File: src/hdl/tard_pkg.sv
// Shared constants, codes and helpers of the tablet ASCII report decoder.
package tard_pkg;

  // Default line limit and register reset values
  localparam int LINE_LIMIT_DEF = 30;
  localparam logic [7:0] COORD_OFFSET_RST = 8'd120;
  localparam logic [5:0] PRESS_THRESH_RST = 6'd5;

  // Held-state reset values
  localparam logic signed [7:0]  PRESS_MIN_RST = -8'sd10;
  localparam logic signed [7:0]  PRESS_MAX_RST = 8'sd10;
  localparam logic signed [15:0] POS_RST       = 16'sd1024;

  // Pressure window and limits
  localparam logic signed [15:0] Z_HIGH        = 16'sd99;
  localparam logic signed [15:0] Z_LOW         = -16'sd99;
  localparam logic [8:0]         PRESSURE_FULL = 9'd256;

  // Configuration register indexes
  localparam logic CFG_OFFSET    = 1'b0;
  localparam logic CFG_THRESHOLD = 1'b1;

  // Header codes, also the tool type on the output
  localparam logic [1:0] HDR_PSTYLUS = 2'd0;
  localparam logic [1:0] HDR_PUCK    = 2'd1;
  localparam logic [1:0] HDR_SIDE    = 2'd2;
  localparam logic [1:0] HDR_BAD     = 2'd3;

  // Number parser phases
  localparam logic [1:0] PH_SKIP   = 2'd0;
  localparam logic [1:0] PH_SIGN   = 2'd1;
  localparam logic [1:0] PH_DIGITS = 2'd2;
  localparam logic [1:0] PH_DONE   = 2'd3;

  // ASCII codes
  localparam logic [7:0] CH_LF    = 8'h0A;
  localparam logic [7:0] CH_TAB   = 8'h09;
  localparam logic [7:0] CH_CR    = 8'h0D;
  localparam logic [7:0] CH_SPACE = 8'h20;
  localparam logic [7:0] CH_BANG  = 8'h21;
  localparam logic [7:0] CH_HASH  = 8'h23;
  localparam logic [7:0] CH_STAR  = 8'h2A;
  localparam logic [7:0] CH_PLUS  = 8'h2B;
  localparam logic [7:0] CH_COMMA = 8'h2C;
  localparam logic [7:0] CH_MINUS = 8'h2D;
  localparam logic [7:0] CH_ZERO  = 8'h30;
  localparam logic [7:0] CH_NINE  = 8'h39;

  // Output word layout
  localparam int OUT_BITS  = 52;
  localparam int OUT_BYTES = (OUT_BITS + 7) / 8;

  // Clamp a wide signed value to 16 bits signed
  function automatic logic signed [15:0] sat16(input logic signed [23:0] v);
    logic signed [15:0] r;
    if (v > 24'sd32767) begin
      r = 16'sh7FFF;
    end else if (v < -24'sd32768) begin
      r = 16'sh8000;
    end else begin
      r = v[15:0];
    end
    return r;
  endfunction

endpackage

File: src/hdl/tablet_ascii_report_decoder_top.sv
// Tablet ASCII report decoder: byte parser, report decode and restoring pressure divider.
// Each byte is accepted in the idle state, then parsed; ready drops while it is parsed.
// A report-ending byte passes through parse, commit, decode, setup, the restoring divider
// and the output load to a valid result; without a divide it skips the divider, and a bad
// header goes from commit straight to the load; the load waits for the output register to free up.
// Synchronous active-high reset restores all held state and both registers at once.
module tablet_ascii_report_decoder_top #(
  parameter int LINE_LIMIT = tard_pkg::LINE_LIMIT_DEF
) (
  input  logic                              clk,
  input  logic                              rst,
  // Input stream: [7:0] rx_byte, [8] ctrl_key
  input  logic                              s_axis_tvalid,
  output logic                              s_axis_tready,
  input  logic [15:0]                       s_axis_tdata,
  // Output stream: [0] status, [2:1] tool_type, [18:3] x_pos, [34:19] y_pos,
  // [43:35] pressure, [51:44] buttons
  output logic                              m_axis_tvalid,
  input  logic                              m_axis_tready,
  output logic [tard_pkg::OUT_BYTES*8-1:0]  m_axis_tdata,
  // Configuration writes
  input  logic                              cfg_valid,
  output logic                              cfg_ready,
  input  logic                              cfg_index,
  input  logic [7:0]                        cfg_data
);

  localparam int CountW = $clog2(LINE_LIMIT + 1);

  localparam logic [2:0] ST_IDLE   = 3'd0;
  localparam logic [2:0] ST_STEP   = 3'd1;
  localparam logic [2:0] ST_COMMIT = 3'd2;
  localparam logic [2:0] ST_CALC   = 3'd3;
  localparam logic [2:0] ST_SETUP  = 3'd4;
  localparam logic [2:0] ST_DIV    = 3'd5;
  localparam logic [2:0] ST_FINISH = 3'd6;

  logic [2:0] state;

  // Configuration registers
  logic [7:0] coord_offset;
  logic [5:0] press_thresh;

  // Latched input transaction
  logic [7:0] rx_b;
  logic       ctrl_b;

  // Parser state
  logic [CountW-1:0]   byte_count, byte_count_inc;
  logic [1:0]          field_index, field_index_next;
  logic [1:0]          header_code, header_code_next;
  logic [1:0]          number_phase, number_phase_next;
  logic                negative_flag, negative_flag_next;
  logic signed [15:0]  accumulator, accumulator_next;
  logic signed [15:0]  field_values [3];
  logic signed [15:0]  field_values_next [3];

  // Held report state
  logic signed [7:0]   pressure_min, pressure_max;
  logic signed [15:0]  pos_x, pos_y;
  logic [8:0]          pressure_level;
  logic [7:0]          button_state;
  logic                in_range;

  // Divider
  logic [15:0] dq;
  logic [8:0]  rem;
  logic [7:0]  dp;
  logic [3:0]  div_count;
  logic [8:0]  rem_shift, rem_next;
  logic        q_bit;
  logic [15:0] q_next;

  logic [tard_pkg::OUT_BYTES*8-1:0] out_word;

  logic               is_digit, is_space, report_end;
  logic [3:0]         digit_val;
  logic signed [23:0] acc_wide, acc_dig;
  logic signed [15:0] acc_sat;
  logic signed [15:0] ux, uy, z;
  logic signed [9:0]  base_w, dp_w, t_w;
  logic               z_ok;

  assign s_axis_tready = (state == ST_IDLE);
  assign cfg_ready     = 1'b1;

  // Byte classification and digit step
  always_comb begin
    is_digit  = (rx_b >= tard_pkg::CH_ZERO) && (rx_b <= tard_pkg::CH_NINE);
    is_space  = (rx_b == tard_pkg::CH_SPACE) ||
                ((rx_b >= tard_pkg::CH_TAB) && (rx_b <= tard_pkg::CH_CR));
    digit_val = rx_b[3:0];
    acc_wide  = ({{8{accumulator[15]}}, accumulator} <<< 3) +
                ({{8{accumulator[15]}}, accumulator} <<< 1);
    acc_dig   = negative_flag ? acc_wide - $signed({20'd0, digit_val})
                              : acc_wide + $signed({20'd0, digit_val});
    acc_sat   = tard_pkg::sat16(acc_dig);
    byte_count_inc = byte_count + CountW'(1);
    report_end = (rx_b == tard_pkg::CH_LF) || (byte_count_inc >= CountW'(LINE_LIMIT));
  end

  // Parse one byte of the report
  always_comb begin
    field_index_next   = field_index;
    header_code_next   = header_code;
    number_phase_next  = number_phase;
    negative_flag_next = negative_flag;
    accumulator_next   = accumulator;
    for (int i = 0; i < 3; i++) begin
      field_values_next[i] = field_values[i];
    end
    if (byte_count == '0) begin
      priority if (rx_b == tard_pkg::CH_BANG) begin
        header_code_next = tard_pkg::HDR_PSTYLUS;
      end else if (rx_b == tard_pkg::CH_STAR) begin
        header_code_next = tard_pkg::HDR_PUCK;
      end else if (rx_b == tard_pkg::CH_HASH) begin
        header_code_next = tard_pkg::HDR_SIDE;
      end else begin
        header_code_next = tard_pkg::HDR_BAD;
      end
      field_index_next   = 2'd0;
      number_phase_next  = tard_pkg::PH_SKIP;
      negative_flag_next = 1'b0;
      accumulator_next   = '0;
      for (int i = 0; i < 3; i++) begin
        field_values_next[i] = '0;
      end
    end else if (rx_b == tard_pkg::CH_COMMA) begin
      // Commit the field in progress, then open the next one; after the last field, stop parsing
      if (field_index != 2'd0) begin
        field_values_next[field_index - 2'd1] = accumulator;
      end
      if (field_index != 2'd3) begin
        field_index_next   = field_index + 2'd1;
        accumulator_next   = '0;
        negative_flag_next = 1'b0;
        number_phase_next  = tard_pkg::PH_SKIP;
      end else begin
        number_phase_next = tard_pkg::PH_DONE;
      end
    end else if (rx_b != tard_pkg::CH_LF && field_index != 2'd0) begin
      unique case (number_phase)
        tard_pkg::PH_SKIP: begin
          priority if (is_space) begin
            number_phase_next = tard_pkg::PH_SKIP;
          end else if (rx_b == tard_pkg::CH_PLUS || rx_b == tard_pkg::CH_MINUS) begin
            negative_flag_next = (rx_b == tard_pkg::CH_MINUS);
            number_phase_next  = tard_pkg::PH_SIGN;
          end else if (is_digit) begin
            number_phase_next = tard_pkg::PH_DIGITS;
            accumulator_next  = acc_sat;
          end else begin
            number_phase_next = tard_pkg::PH_DONE;
          end
        end
        tard_pkg::PH_SIGN, tard_pkg::PH_DIGITS: begin
          if (is_digit) begin
            number_phase_next = tard_pkg::PH_DIGITS;
            accumulator_next  = acc_sat;
          end else begin
            number_phase_next = tard_pkg::PH_DONE;
          end
        end
        tard_pkg::PH_DONE: begin
          number_phase_next = tard_pkg::PH_DONE;
        end
      endcase
    end
  end

  // Report decode arithmetic
  always_comb begin
    z    = field_values[2];
    ux   = tard_pkg::sat16({{8{field_values[0][15]}}, field_values[0]} -
                           $signed({16'd0, coord_offset}));
    uy   = tard_pkg::sat16({{8{field_values[1][15]}}, field_values[1]} -
                           $signed({16'd0, coord_offset}));
    z_ok = (z > tard_pkg::Z_LOW) && (z < tard_pkg::Z_HIGH);
    base_w = {{2{pressure_min[7]}}, pressure_min} + $signed({4'd0, press_thresh});
    dp_w   = {{2{pressure_max[7]}}, pressure_max} - base_w;
    t_w    = z[9:0] - base_w;
  end

  // Restoring divider step
  always_comb begin
    rem_shift = {rem[7:0], dq[15]};
    q_bit     = (rem_shift >= {1'b0, dp});
    rem_next  = q_bit ? rem_shift - {1'b0, dp} : rem_shift;
    q_next    = {dq[14:0], q_bit};
  end

  // Pack the result
  always_comb begin
    out_word = '0;
    out_word[0]     = (header_code == tard_pkg::HDR_BAD);
    out_word[2:1]   = (header_code == tard_pkg::HDR_BAD) ? tard_pkg::HDR_PSTYLUS
                                                         : header_code;
    out_word[18:3]  = pos_x;
    out_word[34:19] = pos_y;
    out_word[43:35] = pressure_level;
    out_word[51:44] = button_state;
  end

  // Sequencer and state registers
  always_ff @(posedge clk) begin
    if (rst) begin
      state          <= ST_IDLE;
      coord_offset   <= tard_pkg::COORD_OFFSET_RST;
      press_thresh   <= tard_pkg::PRESS_THRESH_RST;
      byte_count     <= '0;
      field_index    <= 2'd0;
      header_code    <= tard_pkg::HDR_PSTYLUS;
      number_phase   <= tard_pkg::PH_SKIP;
      negative_flag  <= 1'b0;
      accumulator    <= '0;
      for (int i = 0; i < 3; i++) begin
        field_values[i] <= '0;
      end
      pressure_min   <= tard_pkg::PRESS_MIN_RST;
      pressure_max   <= tard_pkg::PRESS_MAX_RST;
      pos_x          <= tard_pkg::POS_RST;
      pos_y          <= tard_pkg::POS_RST;
      pressure_level <= '0;
      button_state   <= '0;
      in_range       <= 1'b0;
      div_count      <= '0;
      m_axis_tvalid  <= 1'b0;
    end else begin
      // Take configuration writes
      if (cfg_valid && cfg_ready) begin
        unique case (cfg_index)
          tard_pkg::CFG_OFFSET:    coord_offset <= cfg_data;
          tard_pkg::CFG_THRESHOLD: press_thresh <= cfg_data[5:0];
        endcase
      end

      // Drop the result once taken, unless a new one is loaded now
      if (m_axis_tvalid && m_axis_tready && state != ST_FINISH) begin
        m_axis_tvalid <= 1'b0;
      end

      unique case (state)
        ST_IDLE: begin
          if (s_axis_tvalid) begin
            state <= ST_STEP;
          end
        end
        ST_STEP: begin
          field_index   <= field_index_next;
          header_code   <= header_code_next;
          number_phase  <= number_phase_next;
          negative_flag <= negative_flag_next;
          accumulator   <= accumulator_next;
          for (int i = 0; i < 3; i++) begin
            field_values[i] <= field_values_next[i];
          end
          byte_count <= report_end ? '0 : byte_count_inc;
          state      <= report_end ? ST_COMMIT : ST_IDLE;
        end
        ST_COMMIT: begin
          // Close the last field and clear the parser for the next report
          if (field_index != 2'd0) begin
            field_values[field_index - 2'd1] <= accumulator;
          end
          field_index   <= 2'd0;
          number_phase  <= tard_pkg::PH_SKIP;
          negative_flag <= 1'b0;
          accumulator   <= '0;
          state <= (header_code == tard_pkg::HDR_BAD) ? ST_FINISH : ST_CALC;
        end
        ST_CALC: begin
          in_range <= (header_code == tard_pkg::HDR_PSTYLUS) && z_ok;
          unique case (header_code)
            tard_pkg::HDR_PSTYLUS: begin
              button_state   <= {6'd0, ctrl_b, 1'b0};
              pressure_level <= '0;
              if (z_ok) begin
                pos_x <= ux;
                pos_y <= uy;
                if (z < $signed({{8{pressure_min[7]}}, pressure_min})) begin
                  pressure_min <= z[7:0];
                end
                if (z > $signed({{8{pressure_max[7]}}, pressure_max})) begin
                  pressure_max <= z[7:0];
                end
              end
            end
            tard_pkg::HDR_SIDE: begin
              if (z != tard_pkg::Z_HIGH) begin
                pos_x        <= ux;
                pos_y        <= uy;
                button_state <= z[7:0];
              end
            end
            tard_pkg::HDR_PUCK: begin
              button_state <= (z != tard_pkg::Z_HIGH) ? {6'd0, z[2], z[1]} : 8'd0;
              if (z != tard_pkg::Z_HIGH) begin
                pos_x <= ux;
                pos_y <= uy;
              end
            end
            tard_pkg::HDR_BAD: begin
              // A bad header never gets here: commit sends it straight to the output load
            end
          endcase
          state <= ST_SETUP;
        end
        ST_SETUP: begin
          // Start the divider only for a pressing stylus
          if (in_range && t_w > 10'sd0 && dp_w > 10'sd0) begin
            dq        <= {t_w[7:0], 8'd0};
            rem       <= '0;
            dp        <= dp_w[7:0];
            div_count <= '0;
            state     <= ST_DIV;
          end else begin
            state <= ST_FINISH;
          end
        end
        ST_DIV: begin
          rem       <= rem_next;
          dq        <= q_next;
          div_count <= div_count + 4'd1;
          if (div_count == 4'd15) begin
            pressure_level  <= (q_next > {7'd0, tard_pkg::PRESSURE_FULL}) ?
                               tard_pkg::PRESSURE_FULL : q_next[8:0];
            button_state[0] <= 1'b1;
            state           <= ST_FINISH;
          end
        end
        ST_FINISH: begin
          // Load the output register when it is free
          if (!m_axis_tvalid || m_axis_tready) begin
            m_axis_tvalid <= 1'b1;
            state         <= ST_IDLE;
          end
        end
        default: begin
          state <= ST_IDLE;
        end
      endcase
    end
  end

  // Payload capture
  always_ff @(posedge clk) begin
    if (s_axis_tvalid && s_axis_tready) begin
      rx_b   <= s_axis_tdata[7:0];
      ctrl_b <= s_axis_tdata[8];
    end
    if (state == ST_FINISH && (!m_axis_tvalid || m_axis_tready)) begin
      m_axis_tdata <= out_word;
    end
  end

`ifndef ASSERT_OFF
  a_count_below_limit: assert property (@(posedge clk) disable iff (rst)
    byte_count < CountW'(LINE_LIMIT))
    else $error("byte count reached the line limit");

  a_count_cleared: assert property (@(posedge clk) disable iff (rst)
    state == ST_COMMIT |-> byte_count == '0)
    else $error("byte count not cleared at report end");

  a_quotient_range: assert property (@(posedge clk) disable iff (rst)
    (state == ST_DIV && div_count == 4'd15) |-> q_next <= {7'd0, tard_pkg::PRESSURE_FULL})
    else $error("pressure quotient above full scale");

  a_min_range: assert property (@(posedge clk) disable iff (rst)
    pressure_min <= tard_pkg::PRESS_MIN_RST && pressure_min > -8'sd99)
    else $error("pressure minimum out of range");
`endif

endmodule
File: config.mk
export PLATFORM = sky130hd
export DESIGN_NAME = tablet_ascii_report_decoder_top
export DESIGN_NICKNAME = d
export VERILOG_FILES = /design/src/hdl/tard_pkg.sv /design/src/hdl/tablet_ascii_report_decoder_top.sv
export SDC_FILE = /design/constraint.sdc
export NUM_CORES = 1
export LEC_CHECK = 0
export BUFFER_PORTS_ARGS = -buffer_cell sky130_fd_sc_hd__buf_2
export CAP_MARGIN = 10
export CORE_UTILIZATION = 23
export CTS_BUF_LIST = sky130_fd_sc_hd__clkbuf_4 sky130_fd_sc_hd__clkbuf_8
export DETAILED_ROUTE_END_ITERATION = 12
export HOLD_SLACK_MARGIN = 0.05
export PLACE_DENSITY = 0.48
export REMOVE_ABC_BUFFERS = 1
export SYNTH_ARGS = -nofsm -noshare
export SYNTH_HDL_FRONTEND = slang
export SYNTH_SLANG_ARGS = --single-unit
File: constraint.sdc
create_clock -name clk -period 11.65 [get_ports clk]
set_input_delay 1.7475 -clock clk [delete_from_list [all_inputs] [get_ports clk]]
set_output_delay 1.7475 -clock clk [all_outputs]
set_load 0.02 [all_outputs]
==> results.yml, run 1 <==
synthesis:
  ys_seq_elements: 257
  synth-main-ff-cell: "edfxtp_1"
  synth_warnings: 0
  yosys.area.top_type: "edfxtp_1"
  postSynthAreaPerCell_sq_um: 9.654
  synth_cell_type_count: 87
  synthTopCellsByArea: "edfxtp_1 (29%), dfxtp_1 (16%), ha_1 (9.9%), a21oi_1 (4.0%), nor2_1 (3.9%)"
  syn_area_sq_um: 14720
  async_reset_ff_frac: 0
  syn_inst: 1525
  yosysMostFrequentCell: "nor2_1"
  synth_top_area_frac: 0.2876
  synth-edff-count: 141
  yosysSeqAreaShare: 0.4453
  synthTopCellsByCount: "nor2_1 (153), edfxtp_1 (141), nand2_1 (124)"
setup_path:
  cp-start-kind: "register"
  path_max_fanout: 15
  r2r_end: "accumulator[1]$_SDFFE_PP0P_"
  path_cells: "ha_1 -> fa_1 -> a211oi_1 -> o21bai_1 -> a221oi_2 -> xnor2_1 -> nand4b_1 -> or4b_4 -> or4_1 -> o2111ai_1 -> a2111oi_2 -> o21ai_2 -> o211ai_1"
  rrSetupSlack_ns: 6.65
  setup.worst_path.class: "reg -> reg"
  reg2reg_from: "accumulator[0]$_SDFFE_PP0P_"
  reg2regPathDepth: 13
  slowest_stage: "o21ai_2"
  slowest_delay_ns: 0.74
  required_ns: 12.09
  critPathLaunch: "accumulator[0]$_SDFFE_PP0P_"
  critical_path.endpoint_type: "register"
  cp_data_arrival_time_ns: 5.44
placed_design:
  dp_hpwl_mm: 27.31
  numPortBuffers: 76
  gp_congestion: 0.8208
global_routing:
  grt_max_degree: 55
  grt_usage: 0.1136
  grt_use_met2: 0.1851
  gr-total-overflow: 0
  gr-max-usage-layer: "met2"
  grt_pass1_vias: 10930
  antenna_found_initial: 4
  grt_pass1_wl_mm: 58.62
  grt.met1_usage: 0.1500
  grt_use_met3: 0.01983
timing:
  rsz0062_at_grt: "no"
  fin_skew_ns: 0.02730
  fin_setup_tns_ns: 0
  relSlewSlack: 0.3107
  timing.final.max_slew_violations: 0
  finalHoldViolCount: 0
  setup_viol: 0
  max_freq_ghz: 0.2001
  post-route-period-util: 0.4290
  post-route-min-period_ns: 4.998
  whs_ns: 0.4261
  tightest_slew_ns: 1.034
clock_network:
  cts_setup_buffers: 0
  path_clk_slew_ns: 0.06
  cts-resized-gates: 0
  hold_buffers: 0
  clock_sinks: 257
  clockBufferDepth: 3
  cts_tree: "built"
  cts_made_buffers: 48
  clock_latency_ns: 0.62
  cts-htree-levels: 2
  clockRootBuffer: "clkbuf_8"
die:
  dieWidth_um: 255.0
  core-area_sq_um: 63200
  die_area_sq_um: 65030
  fp.dieH_um: 255.0
  io_pins: 89
  initial_core_util: 0.2330
  rows: 92
routing:
  wirelength_mm: 37.20
  vias_per_cell: 4.537
  drc: 0
  dr.pass1.iters: 5
  first_iter_violations: 597
  wl_per_cell_um: 14.90
  num_vias: 11330
  ant_nets: 0
power:
  leakage_nw: 6.793
  ir_worst_vdd_v: 0.00006449
  power_density_nw_per_um2: 122.9
layout:
  drive_gt1_frac: 0.1303
  fin_nets: 1766
  fill_cells: 6712
  area_growth_pct: 15.73
hold_path:
  min_from: "pos_y[6]$_SDFFE_PP0P_"
  hold_end: "m_axis_tdata[25]$_DFFE_PP_"
  worstHoldPathType: "reg -> reg"
  whs_path_depth: 0
status:
  status: "finished clean"
flow_run:
  cap_violations: 0
==> state kept, by name, summed over array words and instances, names as in the netlist, 9 cells and up <==
name,cells
m_axis_tdata,52
pos_x,16
pos_y,16
field_values,48
accumulator,16
pressure_level,9
dq,16
==> cell type report <==
type | instances | area, sq um | area share
Clock buffer | 81 | 958.4 | 0.05625
Multi-Input combinational cell | 1126 | 7584 | 0.4451
Timing Repair Buffer | 87 | 460.4 | 0.02702
Sequential cell | 257 | 6556 | 0.3848
Inverter | 91 | 341.6 | 0.02005
Tap cell | 846 | 1059 | 0.06212
Antenna cell | 1 | 2.502 | 0.0001469
Clock inverter | 8 | 77.57 | 0.004553
==> worst max-delay path, delay by kind of cell (launching register included) <==
kind	cells	cell delay [ns]
AOI/OAI and AO/OA	7	2.14
and+or+nand+nor	3	1.33
adders and majority gates	2	0.70
DFF	1	0.42
xor gates and xnor gates	1	0.22
==> routing by layer <==
metal	wire length [um]	vias up
met2	17200	233
li1	-	5697
met4	866	4
met1	17330	5329
met5	20	-
met3	1790	66
==> power by group <==
group,switching (mW),internal [mW]
clock network,0.386,0.541
registers,0.0232,0.972
logic,0.105,0.0671
total,0.514,1.58
==> placed cells by master (no fill, tap or decap), types with 8 or more instances in the layout <==
cell type / Yosys / routed
o21ai_0: 86 / 86
and3_1: 14 / 14
a21o_1: 15 / 15
o211ai_2: 10 / 10
o31ai_1: 8 / 8
xor2_1: 24 / 24
a211oi_1: 10 / 10
xnor2_1: 37 / 37
nor4_1: 12 / 12
nand3_1: 33 / 33
nand2_1: 124 / 124
buf_4: 5 / 10
o21a_1: 16 / 16
nor3_1: 28 / 28
a21boi_0: 12 / 12
dfxtp_1: 116 / 116
inv_1: 90 / 90
o211ai_1: 16 / 16
fa_1: 9 / 9
a21oi_1: 118 / 117
a22oi_1: 11 / 11
nand4_1: 11 / 11
clkbuf_8: 0 / 56
edfxtp_1: 141 / 141
mux2i_1: 19 / 19
nor2b_1: 27 / 26
ha_1: 116 / 116
and2_1: 57 / 57
nor2_1: 153 / 153
buf_2: 0 / 77
clkbuf_4: 0 / 25
nand2b_1: 16 / 16
or3_1: 14 / 14
a31oi_1: 13 / 13
==> metrics by stage <==
| step | power, mW | worst slack, ns | util | instances | cell area, sq um |
|---|---|---|---|---|---|
| floorplan | 1.129 | 6.930 | - | 1474 | 14470 |
| global placement | 1.184 | 6.727 | 0.2531 | 2406 | 16000 |
| detailed placement | 1.186 | 6.645 | 0.2531 | 2406 | 16000 |
| CTS | 2.131 | 6.610 | 0.2695 | 2495 | 17030 |
| global route | 2.193 | 6.099 | 0.2696 | 2496 | 17040 |
| finish | 2.094 | 6.652 | 0.2696 | 2497 | 17040 |
==> logic make-up (layout without fill, tap and decap cells) <==
family,count (synthesis),count (layout),synth area share
mux,20,20,0.01368
compound gates,386,386,0.1726
buf+inv,145,267,0.04122
fa+ha+maj,125,125,0.1108
simple gates,526,526,0.1758
other cells,2,6,0.0005101
flops,257,257,0.4453
xor+xnor,64,64,0.04003
==> worst max-delay path by stage <==
stage | slack [ns] | end
final | 6.65 | accumulator[1]$_SDFFE_PP0P_
after global routing | 6.10 | rem[2]$_SDFFCE_PN0P_
after CTS | 6.61 | rem[2]$_SDFFCE_PN0P_
after detailed placement | 6.65 | rem[2]$_SDFFCE_PN0P_
after global placement | 6.73 | rem[1]$_SDFFCE_PN0P_
after floorplan | 6.93 | dq[0]$_SDFFCE_PN0P_
Power figures use the tool's default switching activity.
==> run 2: changes to the inputs <==
clock period = 4.8 ns   (was 11.65 ns; I/O delays follow)
==> run 2 against run 1 <==
Critical endpoint is now accumulator[4]$_SDFFE_PP0P_. Core utilization rose by 0.18 points. Routed wire length rose by 1.2%. Largest cell class unchanged. Count of clock-buffer cells in the layout fell by 12. Clock power rose by 150%.
==> results.yml, run 2 (synthesized netlist as in run 1, its figures left out) <==
timing:
  timing.final.max_slew_violations: 0
  rsz0062_at_grt: "no"
  tightest_slew_ns: 0.9889
  relSlewSlack: 0.3393
  setup_viol: 0
  fin_skew_ns: 0.03397
  fin_setup_tns_ns: 0
  worst_slack_ns: 0.3762
  max_freq_ghz: 0.2261
  post-route-min-period_ns: 4.424
  post-route-period-util: 0.9216
  finalHoldViolCount: 0
hold_path:
  whs_path_depth: 1
  worstHoldPathType: "in -> reg"
  min_from: "s_axis_tdata[1]"
  hold_end: "rx_b[1]$_DFFE_PP_"
routing:
  drc: 0
  num_vias: 11330
  ant_nets: 0
  first_iter_violations: 537
  vias_per_cell: 4.521
  dr.pass1.iters: 5
  wl_per_cell_um: 15.01
  wirelength_mm: 37.63
layout:
  fin_nets: 1778
  final_common_cell: "nor2_1"
  drive_gt1_frac: 0.1349
  area_growth_pct: 16.52
  reg_top3: "m_axis_tdata x52, field_values x48"
  final_area_sq_um: 17160
  final_cells: 2507
  diodes: 0
  layout_common_cells: "nor2_1 (153), edfxtp_1 (141), nand2_1 (124)"
  regMostFlops: "m_axis_tdata"
  largest_register_ffs: 52
global_routing:
  gr-max-usage-layer: "met2"
  grt_pass1_wl_mm: 59.57
  grt_use_met2: 0.1824
  grt_max_degree: 46
  grt_pass1_vias: 11150
  grt.met1_usage: 0.1599
  gr-total-overflow: 0
  grt_use_met3: 0.01729
  antenna_found_initial: 1
  grt_usage: 0.1154
clock_network:
  clockRootBuffer: "clkbuf_8"
  cts-resized-gates: 0
  cts_tree: "built"
  cts-htree-levels: 2
  clock_sinks: 257
  cts_setup_buffers: 0
  path_clk_slew_ns: 0.06
  clockBufferDepth: 3
  cts_made_buffers: 46
  hold_buffers: 0
  clock_latency_ns: 0.61
status:
  status: "finished clean"
setup_path:
  crit_buf_inv: 0
  cp-start-kind: "register"
  cp_data_arrival_time_ns: 4.89
  reg2reg_from: "accumulator[2]$_SDFFE_PP0P_"
  required_ns: 5.27
  critical_path.endpoint_type: "register"
  reg2regPathDepth: 13
  path_cells: "ha_1 -> fa_1 -> a211oi_1 -> o21bai_1 -> a221oi_2 -> xnor2_1 -> nand4b_1 -> or4b_4 -> or4_1 -> o2111ai_1 -> and3_2 -> a31o_4 -> o211ai_1"
  critPathLaunch: "accumulator[2]$_SDFFE_PP0P_"
  setup.worst_path.class: "reg -> reg"
  path_delay_family: "compound AO/OA/AOI/OAI gates"
  slowest_delay_ns: 0.55
  rrSetupSlack_ns: 0.38
  slowest_stage: "or4b_4"
  r2r_end: "accumulator[4]$_SDFFE_PP0P_"
  path_max_fanout: 15
die:
  rows: 92
  die_area_sq_um: 65030
  fp.dieH_um: 255.0
  dieWidth_um: 255.0
  initial_core_util: 0.2330
  io_pins: 89
  core-area_sq_um: 63200
placed_design:
  dpl_cell_area_sq_um: 16110
  gp_congestion: 0.8391
  dp_hpwl_mm: 28.10
  numPortBuffers: 76
  dpl.cell_count: 2420
  dpl_worst_slack_ns: 0.3277
power:
  finalPower_mw: 5.110
  power_density_nw_per_um2: 297.9
  ir_worst_vdd_v: 0.0001598
  leakage_nw: 6.850
flow_run:
  cap_violations: 0
## run 2: cell count changes in the layout (fill, tap and decap cells not counted), moves of 2 or more
cell       change
clkbuf_4       -9
buf_4         +13
clkbuf_8       -2
bufinv_16      +2
clkinv_1       +4
clkinv_2       +2
## run 2: layout make-up
| class | instances | area (sq um) |
|---|---|---|
| clock buffers | 69 | 855.8 |
| clock inverters | 17 | 177.7 |
| fillers | 6677 | 46040 |
| inverters | 91 | 341.6 |
| multi-input cells | 1126 | 7585 |
| flip-flops and latches | 257 | 6556 |
| well taps | 846 | 1059 |
| repair buffers | 101 | 580.6 |
## run 2: worst register-to-register path, cell delays in order, from the launching register on
cell	delay [ns]
dfxtp_1	0.31
ha_1	0.23
fa_1	0.44
a211oi_1	0.32
o21bai_1	0.23
a221oi_2	0.40
xnor2_1	0.22
nand4b_1	0.23
or4b_4	0.55
or4_1	0.53
o2111ai_1	0.16
and3_2	0.23
a31o_4	0.31
o211ai_1	0.14
## run 2: per-stage QoR
step	utilization	hold slack [ns]
after floorplan	-	0.4005
after global placement	0.2550	0.4124
after detailed placement	0.2550	0.4084
after CTS	0.2713	0.2513
after global routing	0.2715	0.2662
final	0.2715	0.3041
## run 2: worst max-delay path by stage
stage | endpoint | slack (ns) | depth (start not counted)
after floorplan | dq[0]$_SDFFCE_PN0P_ | 0.08 | 15
after global placement | dp[1]$_DFFE_PP_ | 0.46 | 16
after detailed placement | dp[2]$_DFFE_PP_ | 0.33 | 16
after CTS | dp[2]$_DFFE_PP_ | 0.34 | 16
after global routing | accumulator[2]$_SDFFE_PP0P_ | 0.03 | 14
final | accumulator[4]$_SDFFE_PP0P_ | 0.38 | 13
## run 2: routing by layer
layer  wire (um)  share of wire  vias to the layer above
li1            -              -                     5712
met1       18460           0.49                     5348
met2       16800           0.45                      204
met3        1461          0.039                       67
met4         891          0.024                        2
met5          17        0.00045                        -
## run 2: power breakdown
group          internal [mW]  switching [mW]
combinational          0.165           0.260
clock                   1.31           0.960
sequential              2.36          0.0532
total                   3.84            1.27
==> run 3: changes to the inputs <==
CORE_ASPECT_RATIO = 1.2   (was unset)
CTS_CLUSTER_SIZE = 28   (was unset)
==> run 3 against run 2 <==
Total power is 3.3% lower. Setup slack worse by 0.0016 ns. Die area hardly changed. Sequential cell count stayed put. Critical path type unchanged. Highest routed layer unchanged. Clock skew is 0.012 ns higher. Register-to-register slack hardly changed. Via count hardly changed. Core utilization is 0.21 points lower. Routed wire length is 0.49% lower.
==> results.yml, run 3 (synthesized netlist as in run 1, its figures left out) <==
status:
  status: "finished clean"
routing:
  num_vias: 11330
  wl_per_cell_um: 15.08
  wirelength_mm: 37.45
  dr.pass1.iters: 5
  vias_per_cell: 4.563
  first_iter_violations: 586
  drc: 0
  ant_nets: 0
placed_design:
  dp_hpwl_mm: 28.06
  numPortBuffers: 76
  gp_congestion: 0.8633
setup_path:
  slowest_delay_ns: 0.55
  setup.worst_path.class: "reg -> reg"
  path_cells: "ha_1 -> and3_2 -> a221o_2 -> a221oi_2 -> xnor2_1 -> nand4b_1 -> or4b_4 -> or4_1 -> o2111ai_1 -> and3_2 -> a31o_4 -> o211ai_1"
  crit_top_cell: "and3_2"
  cp-start-kind: "register"
  slowest_stage: "or4b_4"
  critical_path.endpoint_type: "register"
  path_max_fanout: 15
  required_ns: 5.23
  cp_data_arrival_time_ns: 4.85
  path_delay_family: "simple AND/OR/NAND/NOR gates"
  crit_buf_inv: 0
layout:
  drive_gt1_frac: 0.1291
  fin_nets: 1777
  reg_top3: "m_axis_tdata x52, field_values x48"
  final_common_cell: "nor2_1"
  fill_cells: 6733
  regMostFlops: "m_axis_tdata"
  area_growth_pct: 15.82
  layout_common_cells: "nor2_1 (153), edfxtp_1 (141), nand2_1 (124)"
  largest_register_ffs: 52
power:
  swShare: 0.2484
  pwr-share-comb: 0.087
  leakage_nw: 6.809
  power_density_nw_per_um2: 289.9
  seqPwrFrac: 0.488
  finalPower_mw: 4.943
  power.switching_mw: 1.228
  p_int_mw: 3.715
  ir_worst_vdd_v: 0.0001318
  p_clk_frac: 0.425
clock_network:
  hold_buffers: 0
  cts_tree: "built"
  clock_latency_ns: 0.60
  cts_setup_buffers: 0
  clockRootBuffer: "clkbuf_8"
  clockBufferDepth: 3
  path_clk_slew_ns: 0.06
  clock_sinks: 257
  cts-htree-levels: 2
  cts-resized-gates: 0
  cts_made_buffers: 43
die:
  initial_core_util: 0.2325
  dieWidth_um: 233.0
  fp.dieH_um: 279.2
  core-area_sq_um: 63310
  io_pins: 89
  rows: 101
  die_area_sq_um: 65030
global_routing:
  gr-total-overflow: 0
  antenna_found_initial: 4
  grt_pass1_wl_mm: 60.10
  grt_use_met3: 0.01634
  grt_max_degree: 53
  grt_pass1_vias: 11260
  gr-max-usage-layer: "met2"
  grt.met1_usage: 0.1464
  grt_usage: 0.1158
  grt_use_met2: 0.1993
timing:
  rsz0062_at_grt: "no"
  fin_setup_tns_ns: 0
  finalHoldViolCount: 0
  post-route-min-period_ns: 4.425
  setup_viol: 0
  relSlewSlack: 0.2827
  fin_skew_ns: 0.04569
  timing.final.max_slew_violations: 0
  tightest_slew_ns: 1.069
  max_freq_ghz: 0.2260
  post-route-period-util: 0.9219
hold_path:
  worstHoldPathType: "in -> reg"
flow_run:
  cap_violations: 0
run 3: cell count changes in the layout (fill, tap and decap cells not counted), sizes merged:
cell | previous run | this run
clkbuf | 70 | 61
clkinv | 12 | 14
diode | 0 | 2
buf | 100 | 103
run 3: path summary, 6_finish.rpt:
kind / from / end / slack [ns] / cells after the start
max reg2reg: accumulator[8]$_SDFFE_PP0P_ / accumulator[2]$_SDFFE_PP0P_ / 0.37 / 12
max: accumulator[8]$_SDFFE_PP0P_ / accumulator[2]$_SDFFE_PP0P_ / 0.37 / 12
min: s_axis_tdata[8] / ctrl_b$_DFFE_PP_ / 0.33 / 1
min reg2reg: pos_x[15]$_SDFFE_PP0P_ / m_axis_tdata[18]$_DFFE_PP_ / 0.42 / 0
run 3: layout make-up:
cell class / count / area (sq um) / area share
multi-input cells: 1126 / 7584 / 0.4447
flip-flops and latches: 257 / 6556 / 0.3845
well taps: 824 / 1031 / 0.06046
clock buffers: 61 / 758.2 / 0.04447
repair buffers: 103 / 595.6 / 0.03493
inverters: 91 / 341.6 / 0.02003
clock inverters: 19 / 180.2 / 0.01057
diodes: 2 / 5.005 / 0.0002935
run 3: metrics by stage:
| stage | cell area, sq um | instances | hold slack, ns | setup WS (ns) | util |
|---|---|---|---|---|---|
| after floorplan | 14470 | 1474 | 0.4005 | 0.07977 | - |
| final | 17050 | 2483 | 0.3274 | 0.3747 | 0.2693 |
| after CTS | 17050 | 2481 | 0.2943 | 0.3443 | 0.2692 |
| after global routing | 17050 | 2482 | 0.3037 | 0.006394 | 0.2693 |
| after global placement | 16110 | 2401 | 0.4148 | 0.4368 | 0.2544 |
| after detailed placement | 16110 | 2401 | 0.4122 | 0.3655 | 0.2544 |
run 3: power groups by stage:
| stage | clock network, mW | logic (mW) | registers [mW] |
|---|---|---|---|
| after floorplan | 0 | 0.302 | 2.44 |
| after detailed placement | 0 | 0.431 | 2.46 |
| after global placement | 0 | 0.425 | 2.46 |
| final | 2.10 | 0.429 | 2.41 |
| after CTS | 2.18 | 0.433 | 2.41 |
| after global routing | 2.27 | 0.486 | 2.42 |
run 3: metal layers:
metal  vias to the layer above  routed length (um)
met1                      5375               17210
li1                       5702                   -
met3                        65                1267
met2                       184               17860
met4                         4                1086
met5                         -                  27
run 3: worst reg2reg max path, stage by stage, from the launching register on:
cell,delay [ns]
dfxtp_1,0.46
ha_1,0.36
and3_2,0.28
a221o_2,0.38
a221oi_2,0.38
xnor2_1,0.23
nand4b_1,0.23
or4b_4,0.55
or4_1,0.52
o2111ai_1,0.17
and3_2,0.24
a31o_4,0.33
o211ai_1,0.13
